**config.mk**
```make
export PLATFORM = sky130hd
export DESIGN_NAME = token_pair_cancel_stack_core
export DESIGN_NICKNAME = d
export VERILOG_FILES = /design/src/rtl/tpcs_pkg.sv /design/src/rtl/token_pair_cancel_stack_core.sv
export SDC_FILE = /design/constraint.sdc
export NUM_CORES = 1
export LEC_CHECK = 0
export ABC_AREA = 0
export BUFFER_PORTS_ARGS = -buffer_cell sky130_fd_sc_hd__buf_4
export CORE_UTILIZATION = 52
export CTS_BUF_LIST = sky130_fd_sc_hd__clkbuf_2 sky130_fd_sc_hd__clkbuf_4 sky130_fd_sc_hd__clkbuf_8
export DETAILED_ROUTE_END_ITERATION = 6
export PLACE_DENSITY = 0.81
export SLEW_MARGIN = 20
export SYNTH_ARGS = -nofsm -noshare
export SYNTH_HDL_FRONTEND = slang
export SYNTH_SLANG_ARGS = --single-unit
export TNS_END_PERCENT = 10
```
**constraint.sdc**
```tcl
create_clock -name clk -period 13.95 [get_ports clk]
set_input_delay 0.6975 -clock clk [delete_from_list [all_inputs] [get_ports clk]]
set_output_delay 0.6975 -clock clk [all_outputs]
set_load 0.01 [all_outputs]
```
**src/rtl/tpcs_pkg.sv**
```systemverilog
// Package for the token pair cancel stack: sizes, request and token codes,
// and the byte decode and cancel functions.
// No dependencies.
package tpcs_pkg;

  localparam int STACK_DEPTH = 256;
  localparam int ADDR_W      = $clog2(STACK_DEPTH);
  localparam int CNT_W       = $clog2(STACK_DEPTH + 1);
  localparam int BAL_W       = 16;

  // request codes
  localparam logic [1:0] FUNC_FEED  = 2'd0;
  localparam logic [1:0] FUNC_FETCH = 2'd1;
  localparam logic [1:0] FUNC_CLEAR = 2'd2;

  // status codes
  localparam logic [1:0] STAT_OK    = 2'd0;
  localparam logic [1:0] STAT_UNBAL = 2'd1;
  localparam logic [1:0] STAT_OVF   = 2'd2;

  typedef logic [2:0] token_t;

  // token codes, index into "+-><.,[]"
  localparam token_t CODE_INC   = 3'd0;
  localparam token_t CODE_DEC   = 3'd1;
  localparam token_t CODE_RIGHT = 3'd2;
  localparam token_t CODE_LEFT  = 3'd3;
  localparam token_t CODE_OUT   = 3'd4;
  localparam token_t CODE_IN    = 3'd5;
  localparam token_t CODE_OPEN  = 3'd6;
  localparam token_t CODE_CLOSE = 3'd7;

  typedef struct packed {
    logic   is_cmd;
    token_t code;
  } decode_t;

  function automatic decode_t code_of(input logic [7:0] b);
    decode_t d;
    d.is_cmd = 1'b1;
    case (b)
      8'h2B:   d.code = CODE_INC;
      8'h2D:   d.code = CODE_DEC;
      8'h3E:   d.code = CODE_RIGHT;
      8'h3C:   d.code = CODE_LEFT;
      8'h2E:   d.code = CODE_OUT;
      8'h2C:   d.code = CODE_IN;
      8'h5B:   d.code = CODE_OPEN;
      8'h5D:   d.code = CODE_CLOSE;
      default: begin
        d.is_cmd = 1'b0;
        d.code   = CODE_INC;
      end
    endcase
    return d;
  endfunction

  function automatic logic [7:0] cmd_char(input token_t c);
    logic [7:0] r;
    case (c)
      CODE_INC:   r = 8'h2B;
      CODE_DEC:   r = 8'h2D;
      CODE_RIGHT: r = 8'h3E;
      CODE_LEFT:  r = 8'h3C;
      CODE_OUT:   r = 8'h2E;
      CODE_IN:    r = 8'h2C;
      CODE_OPEN:  r = 8'h5B;
      default:    r = 8'h5D;
    endcase
    return r;
  endfunction

  function automatic logic cancels(input token_t top, input token_t c);
    return (top == CODE_INC   && c == CODE_DEC)   ||
           (top == CODE_DEC   && c == CODE_INC)   ||
           (top == CODE_RIGHT && c == CODE_LEFT)  ||
           (top == CODE_LEFT  && c == CODE_RIGHT) ||
           (top == CODE_OPEN  && c == CODE_CLOSE);
  endfunction

endpackage

```
**src/rtl/token_pair_cancel_stack_core.sv**
```systemverilog
// Top level of the token pair cancel stack: request register, single-pass
// update logic, token memory and result register.
// Depends on tpcs_pkg.

// Each request is taken into the request register and its result into
// the result register, so the sustained rate is one request per clock
// while out_ready keeps the result register free. A feed
// keeps only the eight command characters; a kept byte either cancels the
// top of stack (pop) or is pushed, a push onto a full stack sets the
// overflow status until the next clear. The top entry and the entry at
// the fetch pointer are both kept in registers that the token memory
// refreshes every cycle from the next-state addresses (with write
// bypass), so back-to-back pushes, pops and fetches run without stalls.
// Each request yields exactly one result. The token memory has no reset
// and no clearing pass; a clear only zeroes the counters and the overflow flag.
module token_pair_cancel_stack_core (
  input  logic                       clk,
  input  logic                       rst,
  input  logic                       in_valid,
  output logic                       in_ready,
  input  logic [1:0]                 func,
  input  logic [7:0]                 in_byte,
  output logic                       out_valid,
  input  logic                       out_ready,
  output logic [7:0]                 out_char,
  output logic                       out_has_entry,
  output logic                       out_last,
  output logic [tpcs_pkg::CNT_W-1:0] out_depth,
  output logic [1:0]                 out_status
);
  import tpcs_pkg::*;

  // request register
  logic       s_valid;
  logic [1:0] s_func;
  logic [7:0] s_byte;

  // architectural state
  logic [CNT_W-1:0]        count, count_next;
  logic [CNT_W-1:0]        rp, rp_next;
  logic signed [BAL_W-1:0] bal, bal_next;
  logic                    ovf, ovf_next;

  // token memory and its registered read ports
  token_t               mem [STACK_DEPTH];
  token_t               top_data;    // mem[count-1]
  token_t               fetch_data;  // mem[rp]
  logic [ADDR_W-1:0]    top_addr, fetch_addr, waddr;
  logic                 we;
  token_t               wdata;
  logic [CNT_W-1:0]     top_idx;

  decode_t    dec;
  logic       advance;
  logic [7:0] r_char;
  logic       r_has, r_last;
  logic [1:0] r_status;

  // the request register moves on when the result register is free
  assign advance  = s_valid && (!out_valid || out_ready);
  assign in_ready = !s_valid || advance;
  assign dec      = code_of(s_byte);

  always_comb begin
    count_next = count;
    rp_next    = rp;
    bal_next   = bal;
    ovf_next   = ovf;
    we         = 1'b0;
    wdata      = dec.code;
    waddr      = count[ADDR_W-1:0];
    r_char     = 8'd0;
    r_has      = 1'b0;
    r_last     = 1'b0;
    if (advance) begin
      case (s_func)
        FUNC_FEED: begin
          if (dec.is_cmd) begin
            // saturating bracket balance, counted even on overflow
            if (dec.code == CODE_OPEN && bal != {1'b0, {(BAL_W-1){1'b1}}}) begin
              bal_next = bal + BAL_W'(1);
            end else if (dec.code == CODE_CLOSE && bal != {1'b1, {(BAL_W-1){1'b0}}}) begin
              bal_next = bal - BAL_W'(1);
            end
            if (count != '0 && cancels(top_data, dec.code)) begin
              count_next = count - CNT_W'(1);
            end else if (count == CNT_W'(STACK_DEPTH)) begin
              ovf_next = 1'b1;
            end else begin
              we         = 1'b1;
              count_next = count + CNT_W'(1);
            end
          end
        end
        FUNC_FETCH: begin
          if (rp < count) begin
            r_char  = cmd_char(fetch_data);
            r_has   = 1'b1;
            r_last  = (rp + CNT_W'(1)) == count;
            rp_next = rp + CNT_W'(1);
          end
        end
        FUNC_CLEAR: begin
          count_next = '0;
          rp_next    = '0;
          bal_next   = '0;
          ovf_next   = 1'b0;
        end
        default: begin
        end
      endcase
    end
    if (ovf_next) begin
      r_status = STAT_OVF;
    end else if (bal_next != '0) begin
      r_status = STAT_UNBAL;
    end else begin
      r_status = STAT_OK;
    end
  end

  // read addresses follow the next state; an empty stack wraps harmlessly
  assign top_idx    = count_next - CNT_W'(1);
  assign top_addr   = top_idx[ADDR_W-1:0];
  assign fetch_addr = rp_next[ADDR_W-1:0];

  always_ff @(posedge clk) begin
    if (we) begin
      mem[waddr] <= wdata;
    end
    top_data   <= (we && waddr == top_addr)   ? wdata : mem[top_addr];
    fetch_data <= (we && waddr == fetch_addr) ? wdata : mem[fetch_addr];
  end

  // control state
  always_ff @(posedge clk) begin
    if (rst) begin
      s_valid   <= 1'b0;
      out_valid <= 1'b0;
      count     <= '0;
      rp        <= '0;
      bal       <= '0;
      ovf       <= 1'b0;
    end else begin
      if (in_valid && in_ready) begin
        s_valid <= 1'b1;
      end else if (advance) begin
        s_valid <= 1'b0;
      end
      if (advance) begin
        out_valid <= 1'b1;
      end else if (out_ready) begin
        out_valid <= 1'b0;
      end
      count <= count_next;
      rp    <= rp_next;
      bal   <= bal_next;
      ovf   <= ovf_next;
    end
  end

  // payload registers
  always_ff @(posedge clk) begin
    if (in_valid && in_ready) begin
      s_func <= func;
      s_byte <= in_byte;
    end
    if (advance) begin
      out_char      <= r_char;
      out_has_entry <= r_has;
      out_last      <= r_last;
      out_depth     <= count_next;
      out_status    <= r_status;
    end
  end

`ifndef NO_ASSERTIONS
  a_count_range: assert property (@(posedge clk) disable iff (rst)
    count <= CNT_W'(STACK_DEPTH))
    else $error("stack count beyond depth");

  a_last_has: assert property (@(posedge clk) disable iff (rst)
    out_valid && out_last |-> out_has_entry)
    else $error("last flag without a fetched entry");

  a_fetch_depth: assert property (@(posedge clk) disable iff (rst)
    out_valid && out_has_entry |-> out_depth != '0 && out_char != 8'd0)
    else $error("fetch returned an entry from an empty stack");

  a_clear: assert property (@(posedge clk) disable iff (rst)
    advance && s_func == FUNC_CLEAR |=> count == '0 && rp == '0 && !ovf)
    else $error("clear did not restart the state");

  a_status: assert property (@(posedge clk) disable iff (rst)
    out_valid |-> out_status == STAT_OK || out_status == STAT_UNBAL ||
                  out_status == STAT_OVF)
    else $error("status code out of range");
`endif

endmodule
```
**After elaboration in Yosys (flattened, before gate mapping)**

Memories as Yosys holds them, arrays and structs flattened. A register that Yosys moved wholly into a read port is not among the register bits.
Cells that the tools add are included.

- Register bits: 68
- Memory bits (writable): 768
- Output and inout port bits: 23
- Memories kept: 1

Memory list:

| memory | depth | bits a word | rd ports | clocked after Yosys merged registers in | wr ports | RTL line | source |
|---|---|---|---|---|---|---|---|
| mem | 256 | 3 | 2 | 2 | 1 | token_pair_cancel_stack_core.sv:45 | `token_t mem [STACK_DEPTH];` |

- Add/sub/neg operators: 6
- Order comparisons: 1
- Equal/unequal tests: 30
- Muxes and demuxes: 34
- Reduce and logical (&&, ||, !) cells: 30

Operators with widths:

| kind | count |
|---|---|
| 2-to-1 mux 16 bit | 4 |
| case mux 7 bit (7 select lines) | 1 |
| == test 8 x 6 -> 1 bit (second input constant) | 6 |
| 2-to-1 mux 9 bit | 5 |
| case mux 9 bit (2 select lines) | 2 |
| case mux 16 bit (2 select lines) | 1 |
| case mux 3 bit (7 select lines) | 1 |
| adder 9 x 1 -> 9 bit (second input constant) | 2 |
| == test 3 x 2 -> 1 bit (second input constant) | 6 |
| == test 3 bit (second input constant) | 6 |
| 2-to-1 mux 1 bit | 18 |
| adder 16 x 2 -> 16 bit (second input constant) | 1 |
| == test 8 x 7 -> 1 bit (second input constant) | 2 |
| != test 16 x 15 -> 1 bit (second input constant) | 1 |
| != test 16 bit (second input constant) | 1 |
| nonzero test 16 bit | 1 |
| subtractor 16 x 2 -> 16 bit (second input constant) | 1 |
| logical AND 1 bit | 10 |
| == test 3 x 1 -> 1 bit (second input constant) | 3 |
| == test 9 bit | 1 |
| == test 9 bit (second input constant) | 1 |
| zero test 3 bit | 3 |
| < comparator 9 bit | 1 |
| nonzero test 9 bit | 1 |
| 14 further kinds | 22 |

**Depth between registers and ports, before layout**

- Word-level depth: 15
- Mapped depth: 22

**Worst setup path after synthesis**

Ideal clock, no wire load.

- Path type: flip-flop to flip-flop
- From: register s_byte[4]
- To: memory mem[125][0] (netlist bit), enable pin
- Setup time: 0.319 ns
- Arrival: 12.819 ns
- Required time: 13.631 ns
- Slack: 0.812 ns
- Stages on the path, launching flop included: 14
- Buffers on the path: 2
- Period minus slack after synthesis: 13.138 ns
- Path through: edfxtp_1 > nand2_1 > nor3b_1 > a21oi_1 > nor3_1 > xnor2_1 > nand4_2 > a21oi_4 > or2_1 > clkbuf_1 > nor3_2 > nand3_1 > buf_2 > nor2_1

RTL lines:

| what | RTL line | source |
|---|---|---|
| start: declaration | token_pair_cancel_stack_core.sv:36 | `logic [7:0] s_byte;` |
| start signal: assignment | token_pair_cancel_stack_core.sv:166 | `s_byte <= in_byte;` |
| end: declaration | token_pair_cancel_stack_core.sv:45 |  |

==> impl_metrics.env <==
export IMPL_rsz0062_at_grt="no"
export IMPL_post_cts_buffers=0
export IMPL_n_fill_cell=5829
export IMPL_power_frac_clock=0.442
export IMPL_antenna_found_initial=3
export IMPL_r2r_slack_ns=6.55
export IMPL_post_synth_cell_area_avg_um2=16.43
export IMPL_fp_coreArea_um2=79130
export IMPL_gp_congestion=0.9522
export IMPL_clk_path_buf_depth=3
export IMPL_wl_per_cell_um=32.15
export IMPL_fp_dieW_um=285.0
export IMPL_ant_nets=0
export IMPL_ctsHoldBuffers=0
export IMPL_viasPerCell=7.097
export IMPL_hold_path_class="input port to flip-flop"
export IMPL_finalNetCount=2609
export IMPL_final_max_slew_viol_count=0
export IMPL_drtPass1Iterations=6
export IMPL_dp_slack_ns=6.820
export IMPL_seq_area_frac_synth=0.6007
export IMPL_drt_met1_wl_um=40020
export IMPL_cts_resized=0
export IMPL_worstSetupEndpointType="flip-flop"
export IMPL_setup_viol_count_final=0
export IMPL_slew_limit_headroom=0.1579
export IMPL_p_comb_frac=0.011
export IMPL_synth_common_cells="edfxtp_1 (798), mux4_2 (395), nor2_1 (326), mux2i_1 (113), nand2_1 (109)"
export IMPL_dr_max_layer_used="met5"
export IMPL_synth_nets=2572
export IMPL_rows=103
export IMPL_drc=0
export IMPL_clkTransAtPathRegs_ns=0.07
export IMPL_htreeDepth=4
export IMPL_dpl_hpwl_um=75930
export IMPL_drv_cap=0
export IMPL_ios=37
export IMPL_dp_cells=3481
export IMPL_syn_inst=2536
export IMPL_synth_top_cell_area_share=0.5752
export IMPL_reg2reg_depth=15
export IMPL_synth_seq_cells=851
export IMPL_drtIter0Drc=4158
export IMPL_setup_ws_ns=6.550
export IMPL_cell_internal_pwr_mw=3.981
export IMPL_yosysWarnings=0
export IMPL_stdcell_count=3737
export IMPL_finalSetupTns_ns=0
export IMPL_fmax_mhz=135.1
export IMPL_p_sw_frac=0.2116
export IMPL_synth_most_common_cell="edfxtp_1"
export IMPL_worst_slew_pin_slew_ns=1.259
export IMPL_die_y_um=285.0
export IMPL_grt_util_all_layers=0.2979
export IMPL_clk_insertion_delay_late_ns=0.83
export IMPL_synth_main_ff_cell="edfxtp_1"
export IMPL_path_class="flip-flop to flip-flop"
export IMPL_vias=26520
export IMPL_syn_area_um2=41660
export IMPL_start_kind="flip-flop"
export IMPL_critPathArrivalTime_ns=7.85
export IMPL_async_reset_ff_frac=0
export IMPL_drt_total_wl_um=120100
export IMPL_grt_pass1_vias=26938
export IMPL_drive_gt1_frac=0.2864
export IMPL_period_minus_slack_ns=7.400
export IMPL_cp_max_fo=61
export IMPL_power_switching_mw=1.069
export IMPL_cts_buffers_inserted=139
export IMPL_crit_required_ns=14.40
export IMPL_grt_pass1_wl_um=176600
export IMPL_leakagePower_nw=13.73
export IMPL_wl_met2_um=55560
export IMPL_regToRegEndpoint="mem[117][2]$_DFFE_PP_"
export IMPL_cts_root_buf="clkbuf_8"
export IMPL_hold_viol_final=0
export IMPL_hold_start="func[1]"
export IMPL_endpoint="mem[117][2]$_DFFE_PP_"
export IMPL_die_area_um2=81250
export IMPL_cts_tree="yes"
export IMPL_p_seq_frac=0.548
export IMPL_wl_met3_um=17480
export IMPL_p_per_area_nw_per_um2=110.7
export IMPL_synth_edff_count=798
export IMPL_start_util=0.5265
export IMPL_status="finished, final reports clean"
export IMPL_area_delta_synth_final_pct=9.467
export IMPL_numClockSinks=851
export IMPL_clock_skew_ns=0.04980
export IMPL_port_buffers=35
export IMPL_synth_cell_types=84
export IMPL_ys_top_cells_by_area="edfxtp_1 (58%), mux4_2 (21%), nor2_1 (2.9%)"
export IMPL_max_vdd_ir_drop_uv=90.70
export IMPL_grt_max_degree=257
export IMPL_grt_overflow=0
export IMPL_yosysTopAreaCell="edfxtp_1"
export IMPL_fin_crit_sh=0.5305
==> worst max-delay path: stages, from the launching register on <==
cell and delay (ns):
dfxtp_4 0.99, buf_4 0.87, buf_4 0.81, mux2i_1 0.41, nand3_1 0.13, a32oi_1 0.58
a32oi_1 0.31, a31o_2 0.37, inv_1 0.19, or3_4 0.19, a21oi_4 0.12, or2_1 0.34
buf_4 0.23, nor3_2 0.32, nand3_1 0.57, nor2_1 0.44
==> kinds of logic after synthesis <==
group / share of synthesized area
AOI/OAI and AO/OA: 0.03592
xor gates and xnor gates: 0.005256
adders and majority gates: 0.006607
buffers and inverters: 0.02589
DFF: 0.6007
muxes: 0.2544
other: 0.00009001
and+or+nand+nor: 0.07112
==> registers in the layout, summed over array words and instances, names as in the netlist, named ones only <==
| register | cells |
|---|---|
| out_depth | 9 |
| out_has_entry | 1 |
| out_char | 7 |
| bal | 16 |
| s_func | 2 |
| ovf | 1 |
| count | 9 |
| s_valid | 1 |
| out_valid | 1 |
| out_status | 2 |
| s_byte | 8 |
| out_last | 1 |
| mem | 768 |
| rp | 9 |
==> cells in the final DEF, fill, tap and decap left out, drive strengths merged, types with 21 or more instances in the layout <==
cell	instances
nand2	110
edfxtp	798
mux2i	114
mux4	407
clkbuf	193
dfxtp	53
nor2	327
buf	80
ha	22
inv	37
nand3	62
mux2	21
a21oi	36
clkinv	42
nor3	34
a22oi	56
o21ai	46
nor2b	38
==> power groups by stage <==
stage	combinational [mW]	clock [mW]	sequential [mW]
after floorplan	0.0297	0	2.82
after global routing	0.0560	2.34	2.77
after global placement	0.0506	0	2.82
after CTS	0.0518	2.24	2.77
final	0.0533	2.23	2.77
after detailed placement	0.0517	0	2.82
==> through the flow <==
| step | utilization | total power, mW | hold slack, ns | instance area, um2 |
|---|---|---|---|---|
| after global placement | 0.5400 | 2.871 | 0.4944 | 42730 |
| after detailed placement | 0.5400 | 2.872 | 0.5170 | 42730 |
| final | 0.5763 | 5.050 | 0.05903 | 45600 |
| after global routing | 0.5763 | 5.163 | 0.03941 | 45600 |
| after CTS | 0.5758 | 5.057 | 0.01409 | 45560 |
| after floorplan | - | 2.854 | 0.4734 | 41660 |
==> area by class of cell <==
| type | instances | area (um2) | area share |
|---|---|---|---|
| flip-flops and latches | 851 | 25050 | 0.5493 |
| multi-input cells | 1463 | 15600 | 0.3420 |
| clock buffers | 193 | 2381 | 0.05221 |
| well taps | 1050 | 1314 | 0.02881 |
| repair buffers | 80 | 665.6 | 0.01460 |
| clock inverters | 60 | 446.7 | 0.009795 |
| inverters | 38 | 142.6 | 0.003128 |
| diodes | 2 | 5.005 | 0.0001097 |
==> per-layer routing <==
layer  up-vias  GRT usage
li1      10382          -
met1     13305     0.3801
met2      2381     0.4540
met3       450    0.09936
met4         2     0.1596
met5         -          0
==> how the worst min path moves through the flow <==
stage	slack, ns	cells after the start	end
after global routing	0.04	1	s_byte[4]$_DFFE_PP_
after global placement	0.49	2	rp[8]$_SDFFE_PP0P_
final	0.06	1	s_func[1]$_DFFE_PP_
after detailed placement	0.52	2	out_valid$_SDFFE_PP0P_
after floorplan	0.47	2	ovf$_SDFF_PP0_
after CTS	0.01	1	s_byte[6]$_DFFE_PP_
(Power assumes the default switching activity.)
